[src/rtl/a64lrt_pkg.sv]
`timescale 1ns / 1ps

package a64lrt_pkg;

  localparam int RegCount = 32;
  localparam int RegIdxW  = $clog2(RegCount);

  localparam logic [31:0] MovzMask    = 32'h7f80_0000;
  localparam logic [31:0] MovzMatch   = 32'h5280_0000;
  localparam logic [31:0] TopByteMask = 32'hff00_0000;
  localparam logic [31:0] LdrXMatch   = 32'h5800_0000;
  localparam logic [31:0] LdrWMatch   = 32'h1800_0000;
  localparam logic [31:0] LdrSwMatch  = 32'h9800_0000;
  localparam logic [31:0] AdrMask     = 32'h9f00_0000;
  localparam logic [31:0] AdrpMatch   = 32'h9000_0000;
  localparam logic [31:0] AdrMatch    = 32'h1000_0000;
  localparam logic [31:0] AddExtMask  = 32'h7fe0_0c00;
  localparam logic [31:0] AddExtMatch = 32'h0b20_0000;
  localparam logic [31:0] AddImmMask  = 32'h7f00_0000;
  localparam logic [31:0] AddImmMatch = 32'h1100_0000;

  localparam logic [4:0] AddExtRm      = 5'd15;
  localparam logic [1:0] AddImmShift12 = 2'b01;

  localparam logic CfgTargetOffset = 1'b0;
  localparam logic CfgImageSize    = 1'b1;

  typedef struct packed {
    logic               wr;
    logic               use_base;
    logic               chk;
    logic [RegIdxW-1:0] rd;
    logic [63:0]        opnd;
  } op_t;

endpackage

[src/rtl/a64lrt_decode.sv]
`timescale 1ns / 1ps

module a64lrt_decode
  import a64lrt_pkg::*;
(
  input  logic [31:0] instr_word_i,
  input  logic [63:0] offset_i,
  input  logic [63:0] literal_word_i,
  input  logic [31:0] image_size_i,
  output op_t         op_o
);

  logic [31:0] w;
  logic [4:0]  rd;
  logic [4:0]  rn;
  logic [31:0] top_byte;
  logic [34:0] ldr_t;
  logic        ldr_ok;
  logic [63:0] adrp_val;
  logic [63:0] adr_val;
  logic [63:0] addimm_val;

  assign w        = instr_word_i;
  assign rd       = w[4:0];
  assign rn       = w[9:5];
  assign top_byte = w & TopByteMask;

  assign ldr_t  = {3'b000, offset_i[31:0]} + {{14{w[23]}}, w[23:5], 2'b00};
  assign ldr_ok = !ldr_t[34] && ((ldr_t + 35'd4) <= {3'b000, image_size_i});

  assign adrp_val = {offset_i[63:12], 12'h000} +
                    {{31{w[23]}}, w[23:5], w[30:29], 12'h000};
  assign adr_val  = offset_i + {{43{w[23]}}, w[23:5], w[30:29]};

  assign addimm_val = (w[23:22] == AddImmShift12) ? {40'd0, w[21:10], 12'h000}
                                                  : {52'd0, w[21:10]};

  always_comb begin
    op_o          = '0;
    op_o.rd       = rd[RegIdxW-1:0];
    if ((w & MovzMask) == MovzMatch) begin
      op_o.wr   = 1'b1;
      op_o.opnd = {48'd0, w[20:5]};
    end else if (top_byte == LdrXMatch || top_byte == LdrWMatch ||
                 top_byte == LdrSwMatch) begin
      op_o.wr   = ldr_ok;
      op_o.opnd = literal_word_i;
    end else if ((w & AdrMask) == AdrpMatch) begin
      op_o.wr   = 1'b1;
      op_o.opnd = adrp_val;
    end else if ((w & AdrMask) == AdrMatch) begin
      op_o.chk  = 1'b1;
      op_o.opnd = adr_val;
    end else if ((w & AddExtMask) == AddExtMatch) begin
      if (w[20:16] == AddExtRm && rn == rd) begin
        op_o.wr       = 1'b1;
        op_o.use_base = 1'b1;
        op_o.chk      = 1'b1;
        op_o.opnd     = offset_i + 64'd4;
      end
    end else if ((w & AddImmMask) == AddImmMatch) begin
      if (rn == rd) begin
        op_o.wr       = 1'b1;
        op_o.use_base = 1'b1;
        op_o.chk      = 1'b1;
        op_o.opnd     = addimm_val;
      end
    end
  end

endmodule

[src/rtl/a64lrt_regfile.sv]
`timescale 1ns / 1ps

module a64lrt_regfile
  import a64lrt_pkg::*;
(
  input  logic               clk_i,
  input  logic               rst_ni,
  input  logic               rd_en_i,
  input  logic [RegIdxW-1:0] rd_addr_i,
  input  logic               clr_i,
  input  logic               wr_en_i,
  input  logic [RegIdxW-1:0] wr_addr_i,
  input  logic [63:0]        wr_data_i,
  output logic [63:0]        rd_data_o
);

  logic [63:0]         mem [RegCount];
  logic [63:0]         rdata_q;
  logic [RegCount-1:0] valid_q;
  logic [RegCount-1:0] valid_d;
  logic                rvalid_q;
  logic                fwd_q;
  logic [63:0]         fwd_data_q;

  always_ff @(posedge clk_i) begin
    if (wr_en_i) begin
      mem[wr_addr_i] <= wr_data_i;
    end
    if (rd_en_i) begin
      rdata_q    <= mem[rd_addr_i];
      fwd_data_q <= wr_data_i;
    end
  end

  always_comb begin
    valid_d = valid_q;
    if (wr_en_i) begin
      valid_d[wr_addr_i] = 1'b1;
    end
    if (clr_i) begin
      valid_d = '0;
    end
  end

  always_ff @(posedge clk_i or negedge rst_ni) begin
    if (!rst_ni) begin
      valid_q  <= '0;
      rvalid_q <= 1'b0;
      fwd_q    <= 1'b0;
    end else begin
      valid_q <= valid_d;
      if (rd_en_i) begin
        rvalid_q <= valid_q[rd_addr_i] && !clr_i;
        fwd_q    <= wr_en_i && (wr_addr_i == rd_addr_i) && !clr_i;
      end
    end
  end

  assign rd_data_o = fwd_q ? fwd_data_q : (rvalid_q ? rdata_q : 64'd0);

`ifndef SYNTH
  a_clear_reads_zero: assert property (@(posedge clk_i) disable iff (!rst_ni)
    rd_en_i && clr_i |=> rd_data_o == 64'd0)
    else $error("Read after a clear did not return zero.");

  a_write_sets_valid: assert property (@(posedge clk_i) disable iff (!rst_ni)
    wr_en_i && !clr_i |=> valid_q[$past(wr_addr_i)])
    else $error("Written entry is not marked valid.");

  a_forward_same_entry: assert property (@(posedge clk_i) disable iff (!rst_ni)
    rd_en_i && wr_en_i && !clr_i && rd_addr_i == wr_addr_i
    |=> rd_data_o == $past(wr_data_i))
    else $error("Read of an entry being written missed the new value.");
`endif

endmodule

[src/rtl/aarch64_literal_reference_tracker.sv]
`timescale 1ns / 1ps
// A result is offered once its instruction has passed the stage-1 register and the output register.
// Throughput: one instruction per cycle while the output is not stalled; each one
// reads one tracked register, may write it, and gets the previous write forwarded.
// Reset clears the pipeline, both configuration registers and the valid bit of
// every tracked register, so all of them read as zero; no clearing pass is needed.

module aarch64_literal_reference_tracker
  import a64lrt_pkg::*;
#(
  parameter int OFFSET_BITS = 32
) (
  input  logic        clk_i,
  input  logic        rst_ni,
  input  logic        cfg_we_i,
  input  logic        cfg_index_i,
  input  logic [63:0] cfg_wdata_i,
  input  logic        in_valid_i,
  output logic        in_ready_o,
  input  logic [31:0] instr_word_i,
  input  logic [31:0] instr_offset_i,
  input  logic [63:0] literal_word_i,
  input  logic        scan_start_i,
  output logic        out_valid_o,
  input  logic        out_ready_i,
  output logic        hit_o,
  output logic [31:0] hit_offset_o
);

  localparam int OffW = (OFFSET_BITS < 32) ? OFFSET_BITS : 32;
  localparam logic [31:0] OffMask = 32'((64'd1 << OffW) - 64'd1);

  logic [63:0] target_q;
  logic [31:0] image_size_q;

  logic        in_fire;
  logic        s1_go;
  logic        s1_fire;
  logic [63:0] offset;
  op_t         dec_op;

  logic        s1_valid_q;
  op_t         s1_op_q;
  logic [31:0] s1_offset_q;

  logic [63:0] base;
  logic [63:0] result;
  logic        hit;

  logic        out_valid_q;
  logic        hit_q;
  logic [31:0] hit_offset_q;

  always_ff @(posedge clk_i or negedge rst_ni) begin
    if (!rst_ni) begin
      target_q     <= '0;
      image_size_q <= '0;
    end else if (cfg_we_i) begin
      unique case (cfg_index_i)
        CfgTargetOffset: target_q     <= cfg_wdata_i;
        CfgImageSize:    image_size_q <= cfg_wdata_i[31:0];
        default:         ;
      endcase
    end
  end

  assign s1_go      = !out_valid_q || out_ready_i;
  assign s1_fire    = s1_valid_q && s1_go;
  assign in_ready_o = !s1_valid_q || s1_go;
  assign in_fire    = in_valid_i && in_ready_o;

  assign offset = {32'd0, instr_offset_i & OffMask};

  a64lrt_decode u_decode (
    .instr_word_i   (instr_word_i),
    .offset_i       (offset),
    .literal_word_i (literal_word_i),
    .image_size_i   (image_size_q),
    .op_o           (dec_op)
  );

  a64lrt_regfile u_regfile (
    .clk_i     (clk_i),
    .rst_ni    (rst_ni),
    .rd_en_i   (in_fire),
    .rd_addr_i (dec_op.rd),
    .clr_i     (in_fire && scan_start_i),
    .wr_en_i   (s1_fire && s1_op_q.wr),
    .wr_addr_i (s1_op_q.rd),
    .wr_data_i (result),
    .rd_data_o (base)
  );

  assign result = s1_op_q.use_base ? (base + s1_op_q.opnd) : s1_op_q.opnd;
  assign hit    = s1_op_q.chk && (result == target_q);

  always_ff @(posedge clk_i or negedge rst_ni) begin
    if (!rst_ni) begin
      s1_valid_q  <= 1'b0;
      out_valid_q <= 1'b0;
    end else begin
      if (in_fire) begin
        s1_valid_q <= 1'b1;
      end else if (s1_fire) begin
        s1_valid_q <= 1'b0;
      end
      if (s1_fire) begin
        out_valid_q <= 1'b1;
      end else if (out_ready_i) begin
        out_valid_q <= 1'b0;
      end
    end
  end

  always_ff @(posedge clk_i) begin
    if (in_fire) begin
      s1_op_q     <= dec_op;
      s1_offset_q <= instr_offset_i;
    end
    if (s1_fire) begin
      hit_q        <= hit;
      hit_offset_q <= s1_offset_q;
    end
  end

  assign out_valid_o  = out_valid_q;
  assign hit_o        = hit_q;
  assign hit_offset_o = hit_offset_q;

endmodule
[config.mk]
export PLATFORM = sky130hd
export DESIGN_NAME = aarch64_literal_reference_tracker
export DESIGN_NICKNAME = d
export VERILOG_FILES = /design/src/rtl/a64lrt_pkg.sv /design/src/rtl/a64lrt_decode.sv /design/src/rtl/a64lrt_regfile.sv /design/src/rtl/aarch64_literal_reference_tracker.sv
export SDC_FILE = /design/constraint.sdc
export NUM_CORES = 2
export LEC_CHECK = 0
export BUFFER_PORTS_ARGS = -buffer_cell sky130_fd_sc_hd__clkbuf_2
export CORE_MARGIN = 5
export CORE_UTILIZATION = 50
export CTS_BUF_LIST = sky130_fd_sc_hd__clkbuf_8
export DETAILED_ROUTE_END_ITERATION = 10
export PLACE_DENSITY = 0.66
export SETUP_SLACK_MARGIN = 0.4
export SYNTH_ARGS = -nofsm -noshare
export SYNTH_HDL_FRONTEND = slang
export SYNTH_SLANG_ARGS = --single-unit
export TNS_END_PERCENT = 1
[constraint.sdc]
create_clock -name clk_i -period 9.8 [get_ports clk_i]
set_clock_uncertainty 0.05 [all_clocks]
set_input_delay 1.96 -clock clk_i [delete_from_list [all_inputs] [get_ports clk_i]]
set_output_delay 1.96 -clock clk_i [all_outputs]
set_load 0.005 [all_outputs]
==> impl_metrics.env <==
export IMPL_totalPowerFinal_mw=21.96
export IMPL_crit_fanout=32
export IMPL_crit_start="u_regfile.fwd_q"
export IMPL_cts_resized=0
export IMPL_synth_distinct_cells=101
export IMPL_synth_top_family_by_area="multiplexers"
export IMPL_dr_first_iter_drc_count=7276
export IMPL_worstHoldPathType="register to register"
export IMPL_cts_max_level=5
export IMPL_critPathRequiredTime_ns=10.58
export IMPL_crit_path_end_kind="register"
export IMPL_rrSetupSlack_ns=2.60
export IMPL_clk_latency_ns=1.12
export IMPL_yosys_top_cells_area="edfxtp_1 66%, mux4_2 14%, dfrtp_1 3.1%, mux2_2 2.1%, ha_1 1.8%"
export IMPL_avgSynthCellArea_sq_um=18.28
export IMPL_cts_tree="yes"
export IMPL_grt_usage_pct=28.82
export IMPL_synthMuxAreaShare_pct=16.07
export IMPL_globalplace_congestion=0.9927
export IMPL_synth_largest_area_cell="edfxtp_1"
export IMPL_p_switching_mw=5.366
export IMPL_cp_start_kind="register"
export IMPL_seqPwrFrac_pct=54.0
export IMPL_drcViolationCount=0
export IMPL_clk_pin_slew_ns=0.07
export IMPL_p_int_mw=16.59
export IMPL_synth_xor_area_share_pct=2.535
export IMPL_routed_wl_um=322500
export IMPL_syn2layout_area_growth_pct=11.37
export IMPL_status="finished clean"
export IMPL_core_rowCount=168
export IMPL_clock_sinks=2445
export IMPL_start_util_pct=50.32
export IMPL_r2r_start="u_regfile.fwd_q"
export IMPL_dp_hpwl_um=198800
export IMPL_fin_crit_ns=7.196
export IMPL_place_ws_ns=2.160
export IMPL_core_area_sq_um=210000
export IMPL_rsz0062_at_grt="no"
export IMPL_fmax_mhz=139.0
export IMPL_synth_fp_nets=6133
export IMPL_yosysWarnings=0
export IMPL_post_cts_setup_buffers=0
export IMPL_power_frac_clock_pct=36.9
export IMPL_ys_seq_area_share_pct=68.86
export IMPL_comb_power_share_pct=9.1
export IMPL_dr_pass1_iters=5
export IMPL_viasPerCell=6.455
export IMPL_synth_edf_count=2313
export IMPL_crit_type="register to register"
export IMPL_io_buffer_count=233
export IMPL_synthFlopType="edfxtp_1"
export IMPL_cts_buffer_depth=4
export IMPL_wl_per_cell_um=34.56
export IMPL_die_area_sq_um=220600
export IMPL_ir_drop_mv=0.1640
export IMPL_synth_area_sq_um=105700
export IMPL_grt_pass1_wl_um=454200
export IMPL_synth_seq_cells=2445
export IMPL_post_synth_top_area_fraction_pct=65.73
export IMPL_first_global_vias=59770
export IMPL_switching_share_pct=24.44
export IMPL_min_from="s1_offset_q[2]"
export IMPL_slew_headroom_pct=5.325
export IMPL_fin_crit_sh_pct=73.43
export IMPL_synthCells=5780
export IMPL_antenna_found_initial=20
export IMPL_nets=6567
export IMPL_maxCapViolations=0
export IMPL_die_w_um=469.7
export IMPL_critPathArrivalTime_ns=7.97
export IMPL_slew_violations=0
export IMPL_setup_viol=0
export IMPL_power_density_nw_per_um2=186.6
export IMPL_synthAdderAreaFrac_pct=1.852
export IMPL_synthSimpleGateAreaFrac_pct=3.645
export IMPL_ys_async_sr_fraction_pct=5.399
export IMPL_route_vias_total=60250
export IMPL_root_buffer="clkbuf_8"
export IMPL_cts_hold_buf=0
export IMPL_tns_ns=0
export IMPL_grt_ovfl_total=0
export IMPL_leakagePower_nw=39.63
export IMPL_hold_viol=0
export IMPL_ios=234
export IMPL_worst_pin_slew_ns=1.420
export IMPL_synth_compound_area_share_pct=5.497
export IMPL_ant_nets=0
export IMPL_worst_slack_ns=2.604
export IMPL_grt_max_degree=138
export IMPL_cts_made_buffers=401
export IMPL_final_util_pct=56.04
export IMPL_dieHeight_um=469.7
export IMPL_drive_above_1_share_pct=27.29
## layout by cell type (no fill, tap or decap), types with 27 or more instances in the layout
cell,n
a21o_1,85
a21oi_1,195
a22o_1,62
buf_4,107
clkbuf_2,227
clkbuf_8,418
clkinv_1,109
clkinv_2,38
dfrtp_1,131
edfxtp_1,2313
ha_1,150
inv_1,222
mux2_2,196
mux4_2,650
nand2_1,193
nand3_1,69
nand4_1,65
nor2_1,157
nor2_4,32
nor3_1,43
nor4_1,27
o21a_1,63
o21ai_0,136
xnor2_1,174
xor2_1,123
## critical path: stages (launching register included)
cell       delay (ns)
dfrtp_4          0.69
nor2b_4          0.19
buf_4            0.27
buf_4            0.28
a22o_1           0.18
ha_1             0.41
nand2_1          0.34
o21ai_0          0.45
a21o_1           0.40
a221oi_1         0.73
o21ai_0          0.26
a2111oi_0        0.75
o211a_1          0.27
o2111ai_1        0.11
a2111oi_0        0.64
o2111a_1         0.29
o2111ai_1        0.12
nor4_1           0.47
## cells by family (layout without fill, tap and decap cells)
family,count (synthesis),after routing
flops,2445,2445
compound gates,846,846
buf+inv,418,1157
other cells,0,10
xor+xnor,301,301
mux,859,859
fa+ha+maj,154,154
simple gates,757,757
## final cells by class
type,count,area [sq um]
Antenna cell,10,25.02
Multi-Input combinational cell,2917,31630
Sequential cell,2445,72760
Timing Repair Buffer,351,2233
Fill cell,16050,92310
Tap cell,2805,3510
Clock buffer,418,5753
Clock inverter,290,1393
Inverter,98,375.4
## through the flow
step	std cells	instance area (sq um)	hold slack (ns)
2_1_floorplan	5780	105700	0.3503
3_3_place_gp	8615	110500	0.3509
3_5_place_dp	8615	110500	0.3545
4_1_cts	9323	117600	0.3681
5_1_grt	9326	117700	0.3743
6_report	9334	117700	0.3672
## power groups by stage
stage,Clock [mW],Combinational (mW),Sequential [mW]
2_1_floorplan,0,1.27,12.0
3_3_place_gp,0,1.97,12.1
3_5_place_dp,0,1.98,12.1
4_1_cts,8.24,1.99,11.9
5_1_grt,8.74,2.12,11.9
6_report,8.10,2.00,11.9
## Yosys cell counts (81+ instances only)
cell type and number:
a21o_1 85, a21oi_1 205, buf_1 81, clkbuf_1 211, dfrtp_1 132, edfxtp_1 2313
ha_1 150, inv_1 97, mux2_2 196, mux4_2 650, nand2_1 193, nor2_1 190
o21ai_0 144, xnor2_1 175, xor2_1 123
## per-layer routing
layer	wire length, um	track usage (%)	vias to the layer above	share of wire [%]
met1	131700	41.52	31730	41
met3	28900	5.642	572	9.0
met2	149900	44.57	3311	46
met5	59	0	-	0.018
met4	11980	9.845	8	3.7
li1	-	-	24630	-
## worst paths after layout
kind                                          to  depth (start not counted)
max reg2reg                                hit_o                         17
min reg2reg                      hit_offset_o[2]                          0
min                              hit_offset_o[2]                          0
max in group asynchronous           target_q[24]                          2
min in group asynchronous  u_regfile.valid_q[25]                          1
max                                        hit_o                         17
## sequential cells by signal, summed over array words and instances (netlist names), 32 cells and up
name,cells
u_regfile.fwd_data_q,64
s1_offset_q,32
image_size_q,32
u_regfile.valid_q,32
u_regfile.rdata_q,64
hit_offset_o,32
s1_op_q,72
target_q,64
u_regfile.mem,2048
Power figures use the tool's default switching activity.
